`src/hw/rtl/assert_macros.svh`:
```
// Assertion macros shared by the date_to_moon_phase RTL.
// Needs clk and arst_n in the scope of use; empty when SYNTH is defined.
`ifndef ASSERT_MACROS_SVH
`define ASSERT_MACROS_SVH

`ifndef SYNTH
// property must hold at every clock edge out of reset
`define DTMP_ASSERT(lbl, prop, msg) \
	lbl: assert property (@(posedge clk) disable iff (!arst_n) prop) else $error(msg);
// condition must never be seen out of reset
`define DTMP_NEVER(lbl, cond, msg) \
	lbl: assert property (@(posedge clk) disable iff (!arst_n) !(cond)) else $error(msg);
`else
`define DTMP_ASSERT(lbl, prop, msg)
`define DTMP_NEVER(lbl, cond, msg)
`endif

`endif

```
`src/hw/rtl/dtmp_pkg.sv`:
```
// Shared constants, types and calendar tables for date_to_moon_phase.
// No dependencies.
package dtmp_pkg;

	localparam int DIST_W = 29;
	localparam int REM_W  = 19;

	// lunation length in units of 1e-4 day
	localparam logic [REM_W-1:0] LUNATION = 19'd295306;
	// floor(2^32 / LUNATION)
	localparam logic [13:0] RECIP_LUN = 14'd14544;
	// ceil(2^27 / 100), exact quotient for any 20-bit dividend
	localparam logic [20:0] RECIP_100 = 21'd1342178;
	localparam int RECIP_100_SH = 27;
	localparam logic [13:0] TEN_K = 14'd10000;

	localparam logic [DIST_W-1:0] REF_RESET = 29'd737817;
	localparam logic [19:0] YEAR_MAX = 20'd999999;

	localparam logic [1:0] ERR_NONE = 2'd0;
	localparam logic [1:0] ERR_YEAR = 2'd1;
	localparam logic [1:0] ERR_DAY  = 2'd2;
	localparam logic [1:0] ERR_MLEN = 2'd3;

	typedef struct packed {
		logic [1:0]        err;
		logic              after;
		logic [DIST_W-1:0] distance;
	} side_t;

	function automatic logic [4:0] month_len(input logic [3:0] m);
		logic [4:0] len;
		case (m)
			4'd1, 4'd3, 4'd5, 4'd7, 4'd8, 4'd10, 4'd12: len = 5'd31;
			4'd4, 4'd6, 4'd9, 4'd11:                    len = 5'd30;
			4'd2:                                       len = 5'd28;
			default:                                    len = 5'd0;
		endcase
		return len;
	endfunction

	function automatic logic [8:0] month_start(input logic [3:0] m);
		logic [8:0] s;
		case (m)
			4'd2:    s = 9'd31;
			4'd3:    s = 9'd59;
			4'd4:    s = 9'd90;
			4'd5:    s = 9'd120;
			4'd6:    s = 9'd151;
			4'd7:    s = 9'd181;
			4'd8:    s = 9'd212;
			4'd9:    s = 9'd243;
			4'd10:   s = 9'd273;
			4'd11:   s = 9'd304;
			4'd12:   s = 9'd334;
			default: s = 9'd0;
		endcase
		return s;
	endfunction

endpackage

```
`src/hw/rtl/dtmp_date.sv`:
```
// Date check and day-number stages (two pipeline stages).
// Depends on dtmp_pkg.
module dtmp_date (
	input  logic        clk,
	input  logic        arst_n,
	input  logic        en,
	input  logic        valid_in,
	input  logic [3:0]  month,
	input  logic [5:0]  day,
	input  logic [19:0] year,
	output logic        valid_out,
	output logic [dtmp_pkg::DIST_W-1:0] dn,
	output logic [1:0]  err
);

	// stage 0: range checks, py / 100 by reciprocal
	logic [19:0] py;
	logic [40:0] prod;
	logic [1:0]  err_pre;

	assign py   = year - 20'd1;
	assign prod = 41'(py) * 41'(dtmp_pkg::RECIP_100);

	always_comb begin
		if (year == 20'd0 || year > dtmp_pkg::YEAR_MAX) begin
			err_pre = dtmp_pkg::ERR_YEAR;
		end else if (day > 6'd31) begin
			err_pre = dtmp_pkg::ERR_DAY;
		end else if (month == 4'd0 || month > 4'd12) begin
			err_pre = dtmp_pkg::ERR_MLEN;
		end else begin
			err_pre = dtmp_pkg::ERR_NONE;
		end
	end

	logic        valid_s1;
	logic [19:0] py_s1;
	logic [40:0] prod_s1;
	logic [3:0]  month_s1;
	logic [5:0]  day_s1;
	logic [1:0]  err_s1;

	always_ff @(posedge clk or negedge arst_n) begin
		if (!arst_n) begin
			valid_s1 <= 1'b0;
		end else if (en) begin
			valid_s1 <= valid_in;
		end
	end

	always_ff @(posedge clk) begin
		if (en) begin
			py_s1    <= py;
			prod_s1  <= prod;
			month_s1 <= month;
			day_s1   <= day;
			err_s1   <= err_pre;
		end
	end

	// stage 1: leap test, month length, day number
	logic [13:0] q100;
	logic [19:0] r_full;
	logic [6:0]  r100;
	logic        leap;
	logic        too_long;
	logic [1:0]  err_fin;
	logic [dtmp_pkg::DIST_W-1:0] dn_next;
	logic [5:0]  day_off;

	assign q100   = prod_s1[dtmp_pkg::RECIP_100_SH +: 14];
	assign r_full = py_s1 - 20'(21'(q100) * 21'd100);
	assign r100   = r_full[6:0];
	// year % 100 == 0 <=> py % 100 == 99; year % 400 == 0 adds (py / 100) % 4 == 3
	assign leap   = (py_s1[1:0] == 2'd3 && r100 != 7'd99) ||
	                (r100 == 7'd99 && q100[1:0] == 2'd3);

	assign too_long = (5'(day_s1) > dtmp_pkg::month_len(month_s1)) &&
	                  !(leap && month_s1 == 4'd2 && day_s1 == 6'd29);
	assign err_fin  = (err_s1 == dtmp_pkg::ERR_NONE && too_long) ? dtmp_pkg::ERR_MLEN : err_s1;

	// day zero counts like day one
	assign day_off = (day_s1 != 6'd0) ? day_s1 - 6'd1 : 6'd0;

	assign dn_next = 29'(py_s1) * 29'd365
	               + 29'(py_s1[19:2])
	               - 29'(q100)
	               + 29'(q100[13:2])
	               + 29'(dtmp_pkg::month_start(month_s1))
	               + 29'(leap && month_s1 > 4'd2)
	               + 29'(day_off);

	logic        valid_s2;
	logic [dtmp_pkg::DIST_W-1:0] dn_s2;
	logic [1:0]  err_s2;

	always_ff @(posedge clk or negedge arst_n) begin
		if (!arst_n) begin
			valid_s2 <= 1'b0;
		end else if (en) begin
			valid_s2 <= valid_s1;
		end
	end

	always_ff @(posedge clk) begin
		if (en) begin
			dn_s2  <= dn_next;
			err_s2 <= err_fin;
		end
	end

	assign valid_out = valid_s2;
	assign dn        = dn_s2;
	assign err       = err_s2;

endmodule

```
`src/hw/rtl/dtmp_mod.sv`:
```
// Three-stage remainder modulo the lunation constant for a 32-bit value.
// Depends on dtmp_pkg and assert_macros.svh.
`include "assert_macros.svh"

module dtmp_mod (
	input  logic                  clk,
	input  logic                  arst_n,
	input  logic                  en,
	input  logic                  valid_in,
	input  logic [31:0]           value,
	input  dtmp_pkg::side_t       side_in,
	output logic                  valid_out,
	output logic [dtmp_pkg::REM_W-1:0] rem,
	output dtmp_pkg::side_t       side_out
);

	// m1: quotient estimate from the upper half, never above the true quotient
	logic [29:0] p0;
	assign p0 = 30'(value[31:16]) * 30'(dtmp_pkg::RECIP_LUN);

	logic            valid_m1, valid_m2, valid_m3;
	logic [29:0]     p_m1;
	logic [31:0]     v_m1, v_m2;
	logic [31:0]     qd_m2;
	logic [dtmp_pkg::REM_W-1:0] rem_m3;
	dtmp_pkg::side_t side_m1, side_m2, side_m3;

	// m2: estimate times divisor; fits 32 bits since it does not exceed value
	logic [13:0] q_est;
	logic [32:0] qd;
	assign q_est = p_m1[29:16];
	assign qd    = 33'(q_est) * 33'(dtmp_pkg::LUNATION);

	// m3: estimate is short by at most one, one correction
	logic [31:0] t;
	logic [19:0] t20, r20;
	assign t   = v_m2 - qd_m2;
	assign t20 = t[19:0];
	assign r20 = (t20 >= 20'(dtmp_pkg::LUNATION)) ? t20 - 20'(dtmp_pkg::LUNATION) : t20;

	always_ff @(posedge clk or negedge arst_n) begin
		if (!arst_n) begin
			valid_m1 <= 1'b0;
			valid_m2 <= 1'b0;
			valid_m3 <= 1'b0;
		end else if (en) begin
			valid_m1 <= valid_in;
			valid_m2 <= valid_m1;
			valid_m3 <= valid_m2;
		end
	end

	always_ff @(posedge clk) begin
		if (en) begin
			p_m1    <= p0;
			v_m1    <= value;
			side_m1 <= side_in;
			qd_m2   <= qd[31:0];
			v_m2    <= v_m1;
			side_m2 <= side_m1;
			rem_m3  <= r20[dtmp_pkg::REM_W-1:0];
			side_m3 <= side_m2;
		end
	end

	assign valid_out = valid_m3;
	assign rem       = rem_m3;
	assign side_out  = side_m3;

	`DTMP_ASSERT(a_rem_reduced, valid_out |-> rem < dtmp_pkg::LUNATION, "remainder not reduced")

endmodule

```
`src/hw/rtl/date_to_moon_phase.sv`:
```
// date_to_moon_phase: calendar date to day distance and moon phase.
// Pipeline: 12 register stages from the input transfer to result_valid.
// Throughput: one date per cycle; the whole pipe holds only while a result is stalled.
// Reset clears every stage valid bit and loads the reference with day 737817.
// Error results carry zero distance, after flag and phase.
`include "assert_macros.svh"

module date_to_moon_phase (
	input  logic        clk,
	input  logic        arst_n,
	// configuration
	input  logic        cfg_wen,
	input  logic [28:0] cfg_wdata,
	// date channel
	input  logic        date_valid,
	output logic        date_stall,
	input  logic [3:0]  month,
	input  logic [5:0]  day,
	input  logic [19:0] year,
	// result channel
	output logic        result_valid,
	input  logic        result_stall,
	output logic [2:0]  phase,
	output logic [1:0]  error_code,
	output logic [28:0] day_distance,
	output logic        after_reference
);

	localparam logic [2:0] PH_FULL      = 3'd0;
	localparam logic [2:0] PH_WAN_GIBB  = 3'd1;
	localparam logic [2:0] PH_THIRD_Q   = 3'd2;
	localparam logic [2:0] PH_WAN_CRES  = 3'd3;
	localparam logic [2:0] PH_NEW       = 3'd4;
	localparam logic [2:0] PH_WAX_CRES  = 3'd5;
	localparam logic [2:0] PH_FIRST_Q   = 3'd6;
	localparam logic [2:0] PH_WAX_GIBB  = 3'd7;

	// band edges k/100 scaled: compare f*100 against k*LUNATION
	localparam logic [24:0] TH_03 = 25'(3  * dtmp_pkg::LUNATION);
	localparam logic [24:0] TH_22 = 25'(22 * dtmp_pkg::LUNATION);
	localparam logic [24:0] TH_28 = 25'(28 * dtmp_pkg::LUNATION);
	localparam logic [24:0] TH_47 = 25'(47 * dtmp_pkg::LUNATION);
	localparam logic [24:0] TH_53 = 25'(53 * dtmp_pkg::LUNATION);
	localparam logic [24:0] TH_72 = 25'(72 * dtmp_pkg::LUNATION);
	localparam logic [24:0] TH_78 = 25'(78 * dtmp_pkg::LUNATION);
	localparam logic [24:0] TH_97 = 25'(97 * dtmp_pkg::LUNATION);

	// Global advance: every stage moves unless the output holds a stalled result.
	// Bubbles anywhere still move forward while the output is free.
	logic en;
	logic valid_s6;
	assign en         = !(valid_s6 && result_stall);
	assign date_stall = !en;

	// Reference register; write it only while the pipe is empty (the block itself does not enforce this).
	logic [28:0] ref_q;
	always_ff @(posedge clk or negedge arst_n) begin
		if (!arst_n) begin
			ref_q <= dtmp_pkg::REF_RESET;
		end else if (cfg_wen) begin
			ref_q <= cfg_wdata;
		end
	end

	// s1..s2: date check and day number
	logic        valid_dn;
	logic [28:0] dn;
	logic [1:0]  err_dn;

	dtmp_date u_date (
		.clk       (clk),
		.arst_n    (arst_n),
		.en        (en),
		.valid_in  (date_valid),
		.month     (month),
		.day       (day),
		.year      (year),
		.valid_out (valid_dn),
		.dn        (dn),
		.err       (err_dn)
	);

	// s3: distance to reference; errors force distance and direction to zero,
	// which also drives the phase to full further down
	logic            after_c;
	logic [28:0]     dist_c;
	logic            valid_s3;
	dtmp_pkg::side_t side_s3;

	assign after_c = (err_dn == dtmp_pkg::ERR_NONE) && (dn > ref_q);
	always_comb begin
		if (err_dn != dtmp_pkg::ERR_NONE) begin
			dist_c = '0;
		end else if (dn > ref_q) begin
			dist_c = dn - ref_q;
		end else begin
			dist_c = ref_q - dn;
		end
	end

	always_ff @(posedge clk or negedge arst_n) begin
		if (!arst_n) begin
			valid_s3 <= 1'b0;
		end else if (en) begin
			valid_s3 <= valid_dn;
		end
	end

	always_ff @(posedge clk) begin
		if (en) begin
			side_s3.err      <= err_dn;
			side_s3.after    <= after_c;
			side_s3.distance <= dist_c;
		end
	end

	// first reduction: dist mod L (keeps the 1e4 scaling in 32 bits)
	logic            valid_a;
	logic [18:0]     rem_a;
	dtmp_pkg::side_t side_a;

	dtmp_mod u_mod_dist (
		.clk       (clk),
		.arst_n    (arst_n),
		.en        (en),
		.valid_in  (valid_s3),
		.value     (32'(side_s3.distance)),
		.side_in   (side_s3),
		.valid_out (valid_a),
		.rem       (rem_a),
		.side_out  (side_a)
	);

	// s4: scale by 1e4; below 2^32 since rem_a < L
	logic [32:0]     scaled;
	logic            valid_s4;
	logic [31:0]     y_s4;
	dtmp_pkg::side_t side_s4;

	assign scaled = 33'(rem_a) * 33'(dtmp_pkg::TEN_K);

	always_ff @(posedge clk or negedge arst_n) begin
		if (!arst_n) begin
			valid_s4 <= 1'b0;
		end else if (en) begin
			valid_s4 <= valid_a;
		end
	end

	always_ff @(posedge clk) begin
		if (en) begin
			y_s4    <= scaled[31:0];
			side_s4 <= side_a;
		end
	end

	// second reduction: lunation fraction numerator r
	logic            valid_b;
	logic [18:0]     rem_b;
	dtmp_pkg::side_t side_b;

	dtmp_mod u_mod_frac (
		.clk       (clk),
		.arst_n    (arst_n),
		.en        (en),
		.valid_in  (valid_s4),
		.value     (y_s4),
		.side_in   (side_s4),
		.valid_out (valid_b),
		.rem       (rem_b),
		.side_out  (side_b)
	);

	// s5: on or before the reference the fraction runs backward
	logic            valid_s5;
	logic [18:0]     f_s5;
	dtmp_pkg::side_t side_s5;

	always_ff @(posedge clk or negedge arst_n) begin
		if (!arst_n) begin
			valid_s5 <= 1'b0;
		end else if (en) begin
			valid_s5 <= valid_b;
		end
	end

	always_ff @(posedge clk) begin
		if (en) begin
			f_s5    <= side_b.after ? rem_b : dtmp_pkg::LUNATION - rem_b;
			side_s5 <= side_b;
		end
	end

	// s6: phase bands, exact compare; this stage is the output register
	logic [24:0] fx;
	logic [2:0]  phase_c;

	assign fx = 25'(f_s5) * 25'd100;

	always_comb begin
		if (fx <= TH_03 || fx >= TH_97) begin
			phase_c = PH_FULL;
		end else if (fx < TH_22) begin
			phase_c = PH_WAN_GIBB;
		end else if (fx <= TH_28) begin
			phase_c = PH_THIRD_Q;
		end else if (fx < TH_47) begin
			phase_c = PH_WAN_CRES;
		end else if (fx <= TH_53) begin
			phase_c = PH_NEW;
		end else if (fx < TH_72) begin
			phase_c = PH_WAX_CRES;
		end else if (fx <= TH_78) begin
			phase_c = PH_FIRST_Q;
		end else begin
			phase_c = PH_WAX_GIBB;
		end
	end

	logic [2:0]  phase_s6;
	logic [1:0]  err_s6;
	logic [28:0] dist_s6;
	logic        after_s6;

	always_ff @(posedge clk or negedge arst_n) begin
		if (!arst_n) begin
			valid_s6 <= 1'b0;
		end else if (en) begin
			valid_s6 <= valid_s5;
		end
	end

	always_ff @(posedge clk) begin
		if (en) begin
			phase_s6 <= phase_c;
			err_s6   <= side_s5.err;
			dist_s6  <= side_s5.distance;
			after_s6 <= side_s5.after;
		end
	end

	assign result_valid    = valid_s6;
	assign phase           = phase_s6;
	assign error_code      = err_s6;
	assign day_distance    = dist_s6;
	assign after_reference = after_s6;

	`DTMP_ASSERT(a_err_zero, result_valid && error_code != dtmp_pkg::ERR_NONE |-> day_distance == '0 && !after_reference && phase == PH_FULL, "error result not cleared")
	`DTMP_NEVER(a_after_dist, result_valid && after_reference && day_distance == '0, "after flag with zero distance")

endmodule

```
`config.mk`:
```
export PLATFORM = sky130hd
export DESIGN_NAME = date_to_moon_phase
export DESIGN_NICKNAME = d
export VERILOG_FILES = /design/src/hw/rtl/dtmp_pkg.sv /design/src/hw/rtl/dtmp_date.sv /design/src/hw/rtl/dtmp_mod.sv /design/src/hw/rtl/date_to_moon_phase.sv
export VERILOG_INCLUDE_DIRS = /design/src /design/src/hw/rtl
export SDC_FILE = /design/constraint.sdc
export NUM_CORES = 2
export LEC_CHECK = 0
export BUFFER_PORTS_ARGS = -buffer_cell sky130_fd_sc_hd__buf_2
export CAP_MARGIN = 10
export CORE_MARGIN = 2
export CORE_UTILIZATION = 45
export CTS_BUF_LIST = sky130_fd_sc_hd__clkbuf_4
export DETAILED_ROUTE_END_ITERATION = 6
export GPL_TIMING_DRIVEN = 0
export PLACE_DENSITY = 0.72
export SETUP_SLACK_MARGIN = 0.1
export SYNTH_ARGS = -nofsm -noshare
export SYNTH_HDL_FRONTEND = slang
export SYNTH_SLANG_ARGS = --single-unit
```
`constraint.sdc`:
```
create_clock -name clk -period 58.1 [get_ports clk]
set_clock_uncertainty 0.15 [all_clocks]
set_input_delay 8.715 -clock clk [delete_from_list [all_inputs] [get_ports clk]]
set_output_delay 8.715 -clock clk [all_outputs]
set_load 0.02 [all_outputs]
```
# --- Word-level counts from Yosys, hierarchy flattened ---
# Memory sizes are Yosys's and may differ from the RTL's. A register that Yosys moved wholly into a read port is not among the register bits.
# Cells that the tools add are included.
classes:
  add_sub_neg: 16
  mul: 9
  n_lt_le_gt_ge: 16
  eq_ne: 6
  mux: 15
  n_reduce_logical: 22
op_table:
  columns: ["cell", "n"]
  rows:
  - ["$sub A29 B29 Y29", 2]
  - ["$mux W19", 3]
  - ["$ge A20 B19 Y1 const B", 2]
  - ["$mul A20 B20 Y40 const B", 1]
  - ["$sub A20 B20 Y20", 2]
  - ["$mul A14 B18 Y19 const B", 2]
  - ["$sub A19 B19 Y19 const B", 2]
  - ["$add A29 B1 Y29", 1]
  - ["$add A29 B12 Y29", 1]
  - ["$add A29 B18 Y29", 1]
  - ["$add A29 B6 Y29", 1]
  - ["$add A29 B9 Y29", 1]
  - ["$gt A29 B29 Y1", 1]
  - ["$mul A20 B9 Y29 const B", 1]
  - ["$mux W29", 1]
  - ["$sub A29 B14 Y29", 1]
  - ["$mul A19 B10 Y28 const B", 1]
  - ["$mul A16 B10 Y26 const B", 1]
  - ["$ge A25 B25 Y1 const B", 1]
  - ["$le A25 B20 Y1 const B", 1]
  - ["$le A25 B23 Y1 const B", 1]
  - ["$le A25 B24 Y1 const B", 1]
  - ["$le A25 B25 Y1 const B", 1]
  - ["$lt A25 B23 Y1 const B", 1]
  - ["33 further kinds", 53]
totals:
  regBits: 674
  mem_bits_ro: 224
  input_bits: 64
  output_inout_bits: 37
  elab_cells: 149
  memories: 2
memory_table:
  columns: ["memory", "words", "word_bits", "read_ports", "rd_ports_with_merged_regs", "write_ports", "line", "text"]
  rows:
  - ["(no name shown)", 16, 9, 1, 1, 0, "dtmp_pkg.sv:44", "case (m)"]
  - ["(no name shown)", 16, 5, 1, 1, 0, "dtmp_pkg.sv:33", "case (m)"]

# --- Logic depth before layout (Yosys ltp) ---
logic_depth:
  depth_word: 10
  ltp_mapped: 32
  ltp_nobuf: 32

# --- Cells and area by module ---
# Synthesis repeated with hierarchy kept, for this count alone.
hier_totals:
  hier_cells: 5045
  area_unflattened_um2: 57476.4
by_module_without_submodules:
  columns: ["mod", "n_inst", "cells_each", "area_per_inst_um2", "seq_area_each_um2"]
  rows:
  - ["dtmp_date", 1, 1668, 17563.1, 2602.5]
  - ["date_to_moon_phase", 1, 1499, 15529.9, 6180.9]
  - ["dtmp_mod at u_mod_frac", 1, 946, 12241.7, 5720.5]
  - ["dtmp_mod at u_mod_dist", 1, 932, 12141.6, 5720.5]

# --- Least setup slack after synthesis ---
# No wires, ideal clock.
synth_timing:
  path_kind: "input to output"
  startpoint: "in result_stall"
  endpoint: "out date_stall"
  arrival_time_ns: 27.439
  t_required_ns: 49.235
  slack_ns: 21.796
  stages: 3
  n_path_buf: 1
  path_cell_list: "nand2_1 -> clkbuf_1 -> inv_1"
synth_between:
  elab_chain_len: 1
synth_rtl:
  columns: ["item", "line", "text"]
  rows:
  - ["start: declaration", "date_to_moon_phase.sv:22", "input logic result_stall,"]
  - ["$logic_and A1 B1 Y1", "date_to_moon_phase.sv:52", "assign en = !(valid_s6 && result_stall);"]
  - ["end: declaration", "date_to_moon_phase.sv:16", "output logic date_stall,"]
# No other way between the ends.

# --- Final worst setup path ---
# Same ends and word-level chain as after synthesis.

==> load_flow_metrics.sql <==
INSERT INTO impl_metrics (metric_group, metric, value, unit) VALUES
('status', 'run_status', 'finished, final reports clean', ''),
('synth', 'syn_area', '53800', 'um2'),
('layout', 'most_frequent_cells_in_the_layout', 'inv_1 (1018), ha_1 (925), edfxtp_1 (574), fa_1 (454), clkbuf_4 (239)', ''),
('clock_network', 'clock-root-buffer', 'clkbuf_4', ''),
('clock_network', 'cts_hold_buf', '0', ''),
('floorplanning', 'core_region_area', '118000', 'um2'),
('routing', 'routed-via-count', '33800', ''),
('grt', 'maximum_number_of_pins_on_one_net_before_global_route_repair', '69', ''),
('floorplanning', 'die_area', '122000', 'um2'),
('setup_path', 'r2r_cells', '29', ''),
('grt', 'gr-usage-all-layers', '0.176', ''),
('clock_network', 'cts-htree-levels', '4', ''),
('synth', 'post_synth_net_total', '6181', ''),
('setup_path', 'worstPathArrival', '10680', 'ps'),
('clock_network', 'cts_sinks', '627', ''),
('routing', 'drc', '0', ''),
('run', 'maxCapViolCount', '0', ''),
('synth', 'syn-mean-instance-area', '11.4', 'um2'),
('synth', 'synth_enable_flop_cells', '574', ''),
('sta', 'worst_pin_slew', '1200', 'ps'),
('clock_network', 'clk_path_buf_depth', '3', ''),
('synth', 'synth-seq-cells', '627', ''),
('sta', 'grt_setup_unrepaired', 'false', ''),
('grt', 'number_of_antenna_violations_at_the_first_check_in_global_routing', '4', ''),
('clock_network', 'clock_latency', '1100', 'ps'),
('routing', 'drt-initial-drc-count', '1562', ''),
('placement', 'dp_hpwl', '83700', 'um'),
('floorplanning', 'initial_core_util', '0.455', ''),
('grt', 'first_global_vias', '35200', ''),
('layout', 'final.fill_count', '10400', ''),
('setup_path', 'setup.worst_path.class', 'primary input to output pin', ''),
('routing', 'wl_final', '103000', 'um'),
('layout', 'final_common_cell', 'inv_1', ''),
('setup_path', 'critical_path.reg2reg.endpoint', 'u_date.dn[27]', ''),
('sta', 'final.period_utilization', '0.336', ''),
('clock_network', 'cts-buffers-inserted', '172', ''),
('hold_path', 'hold_start', 'u_mod_frac.side_m2[26]', ''),
('sta', 'slew_violations', '0', ''),
('hold_path', 'worst_hold_path.endpoint', 'u_mod_frac.side_out[26]', ''),
('layout', 'net_count_reported_at_finish', '6472', ''),
('grt', 'grt_first_pass_wirelength', '173000', 'um'),
('synth', 'cells_after_synthesis', '4738', ''),
('clock_network', 'worst_setup_hold_path_clk_slew', '60', 'ps'),
('routing', 'routed_via_density', '5.00', ''),
('synth', 'commonest_register_cell_after_synthesis', 'edfxtp_1', ''),
('sta', 'final_setup_violating_endpoints', '0', ''),
('synth', 'ys_types', '96', ''),
('placement', 'finalWeightedCongestion', '0.870', ''),
('setup_path', 'critPathRequiredTime', '49240', 'ps'),
('hold_path', 'hold_depth', '0', ''),
('routing', 'detail_route.wl_per_cell', '15.2', 'um'),
('synth', 'synth_seq_area_share', '0.344', ''),
('synth', 'async_reset_ff_frac', '0.0654', ''),
('setup_path', 'path_max_fanout', '68', ''),
('sta', 'final.setup.tns', '0', 'ps'),
('setup_path', 'cp-end-kind', 'output pin', ''),
('layout', 'multi_input_comb_area', '31400', 'um2'),
('setup_path', 'critical_path.reg2reg.startpoint', 'u_date.py_s1[3]', ''),
('synth', 'synth-warning-count', '0', ''),
('sta', 'finalHoldWorstSlack', '219', 'ps'),
('clock_network', 'ctsResizeCount', '0', ''),
('routing', 'ant_nets', '0', ''),
('hold_path', 'timing.hold.worst.class', 'flop to flop', ''),
('grt', 'gr-total-overflow', '0', ''),
('routing', 'detailedRoute.firstPassIterationCount', '6', ''),
('sta', 'highest_clock_rate', '51.2', 'MHz'),
('floorplanning', 'number_of_placed_i_o_pins', '101', ''),
('floorplanning', 'std_cell_rows', '126', ''),
('setup_path', 'setup.reg_to_reg.worst_slack', '50040', 'ps'),
('sta', 'report.final.hold_viol_count', '0', ''),
('setup_path', 'critical_path.startpoint_type', 'primary input', ''),
('floorplanning', 'die-width', '350', 'um'),
('sta', 'maxSlewHeadroom', '0.192', ''),
('floorplanning', 'fp.dieH', '350', 'um'),
('layout', 'syn2layout_area_growth', '9.74', '%'),
('sta', 'finalWorstPathRequiredPeriod', '19550', 'ps'),
('clock_network', 'post-cts-setup-buffer-count', '0', ''),
('clock_network', 'tritoncts', 'built', ''),
('layout', 'regArea', '18500', 'um2'),
('placement', 'port_buffers', '99', ''),
('layout', 'post_route_cells_drive_above_1_share', '0.0925', '');
## kinds of logic after synthesis
logic type / share of synthesized area
adder cells (fa/ha/maj): 0.384
buffers and inverters: 0.0748
multiplexers: 0.00851
AND/OR/NAND/NOR: 0.0650
AO/OA/AOI/OAI: 0.0809
flip-flops: 0.344
XOR/XNOR: 0.0431
## worst max path at each step
stage / startpoint / to / slack, ps / cells after the start
after floorplan: result_stall / date_stall / 21800 / 3
after global placement: result_stall / date_stall / 17740 / 5
after detailed placement: result_stall / date_stall / 38480 / 7
after CTS: result_stall / date_stall / 38480 / 7
after global routing: result_stall / date_stall / 38330 / 7
final: result_stall / date_stall / 38550 / 7
## worst max-delay path: stages
cell	delay (ps)
buf_2	90
nand2_1	360
clkbuf_4	500
buf_16	330
buf_16	320
inv_1	60
buf_2	160
## through the flow
| stage | cells | setup WS, ps | util | cell area [um2] |
|---|---|---|---|---|
| after floorplan | 4738 | 21800 | - | 53800 |
| after global placement | 6437 | 17740 | 0.476 | 56300 |
| after detailed placement | 6455 | 38480 | 0.480 | 56800 |
| after CTS | 6767 | 38480 | 0.499 | 59100 |
| after global routing | 6770 | 38330 | 0.499 | 59100 |
| final | 6771 | 38550 | 0.499 | 59100 |
## per-layer routing
| layer | wire (um) | track usage |
|---|---|---|
| met3 | 3400 | 0.0287 |
| met1 | 44300 | 0.216 |
| met5 | 0 | 0 |
| met4 | 3080 | 0.0622 |
| met2 | 52300 | 0.312 |
## synthesized netlist by cell type (29+ instances only)
cell | instances | area share
ha_1 | 925 | 0.21
nor3_1 | 59 | 0.0055
xor2_1 | 85 | 0.014
a21o_1 | 81 | 0.011
inv_1 | 1018 | 0.071
o21ai_0 | 142 | 0.013
xnor2_1 | 178 | 0.029
nand2_1 | 165 | 0.012
a31oi_1 | 29 | 0.0034
a21oi_1 | 172 | 0.016
nor2_1 | 178 | 0.012
or3_1 | 32 | 0.0037
mux2i_1 | 30 | 0.0056
nand2b_1 | 37 | 0.0043
nor2b_1 | 43 | 0.0050
fa_1 | 454 | 0.17
clkbuf_1 | 35 | 0.0024
dfrtp_1 | 33 | 0.015
edfxtp_1 | 574 | 0.32
nand3_1 | 49 | 0.0046
o21a_1 | 31 | 0.0043
## sequential cells by signal, summed over array words and instances (netlist names), 19 cells and up, named ones only
| register | cells |
|---|---|
| u_date.py_s1 | 20 |
| side_s4 | 32 |
| u_mod_dist.side_out | 32 |
| day_distance | 29 |
| u_mod_frac.side_out | 32 |
| u_mod_frac.side_m2 | 32 |
| u_mod_dist.v_m1 | 29 |
| u_mod_dist.qd_m2 | 19 |
| side_s3 | 32 |
| ref_q | 29 |
| u_mod_frac.qd_m2 | 19 |
| y_s4 | 27 |
| u_mod_dist.v_m2 | 29 |
| u_date.dn | 29 |
| u_mod_frac.side_m1 | 32 |
| side_s5 | 32 |
## area by class of cell
class,instances,share of cell area
Multi-Input combinational cell,3043,0.531
Clock inverter,74,0.00851
Tap cell,1600,0.0339
Inverter,1018,0.0647
Clock buffer,238,0.0302
Antenna cell,4,0.000169
Timing Repair Buffer,117,0.0146
Sequential cell,627,0.313
Buffer,50,0.00356
Power is left out: the tool's default activity adds up to more than one toggle a clock period on the data nets, which glitch-free logic cannot reach.
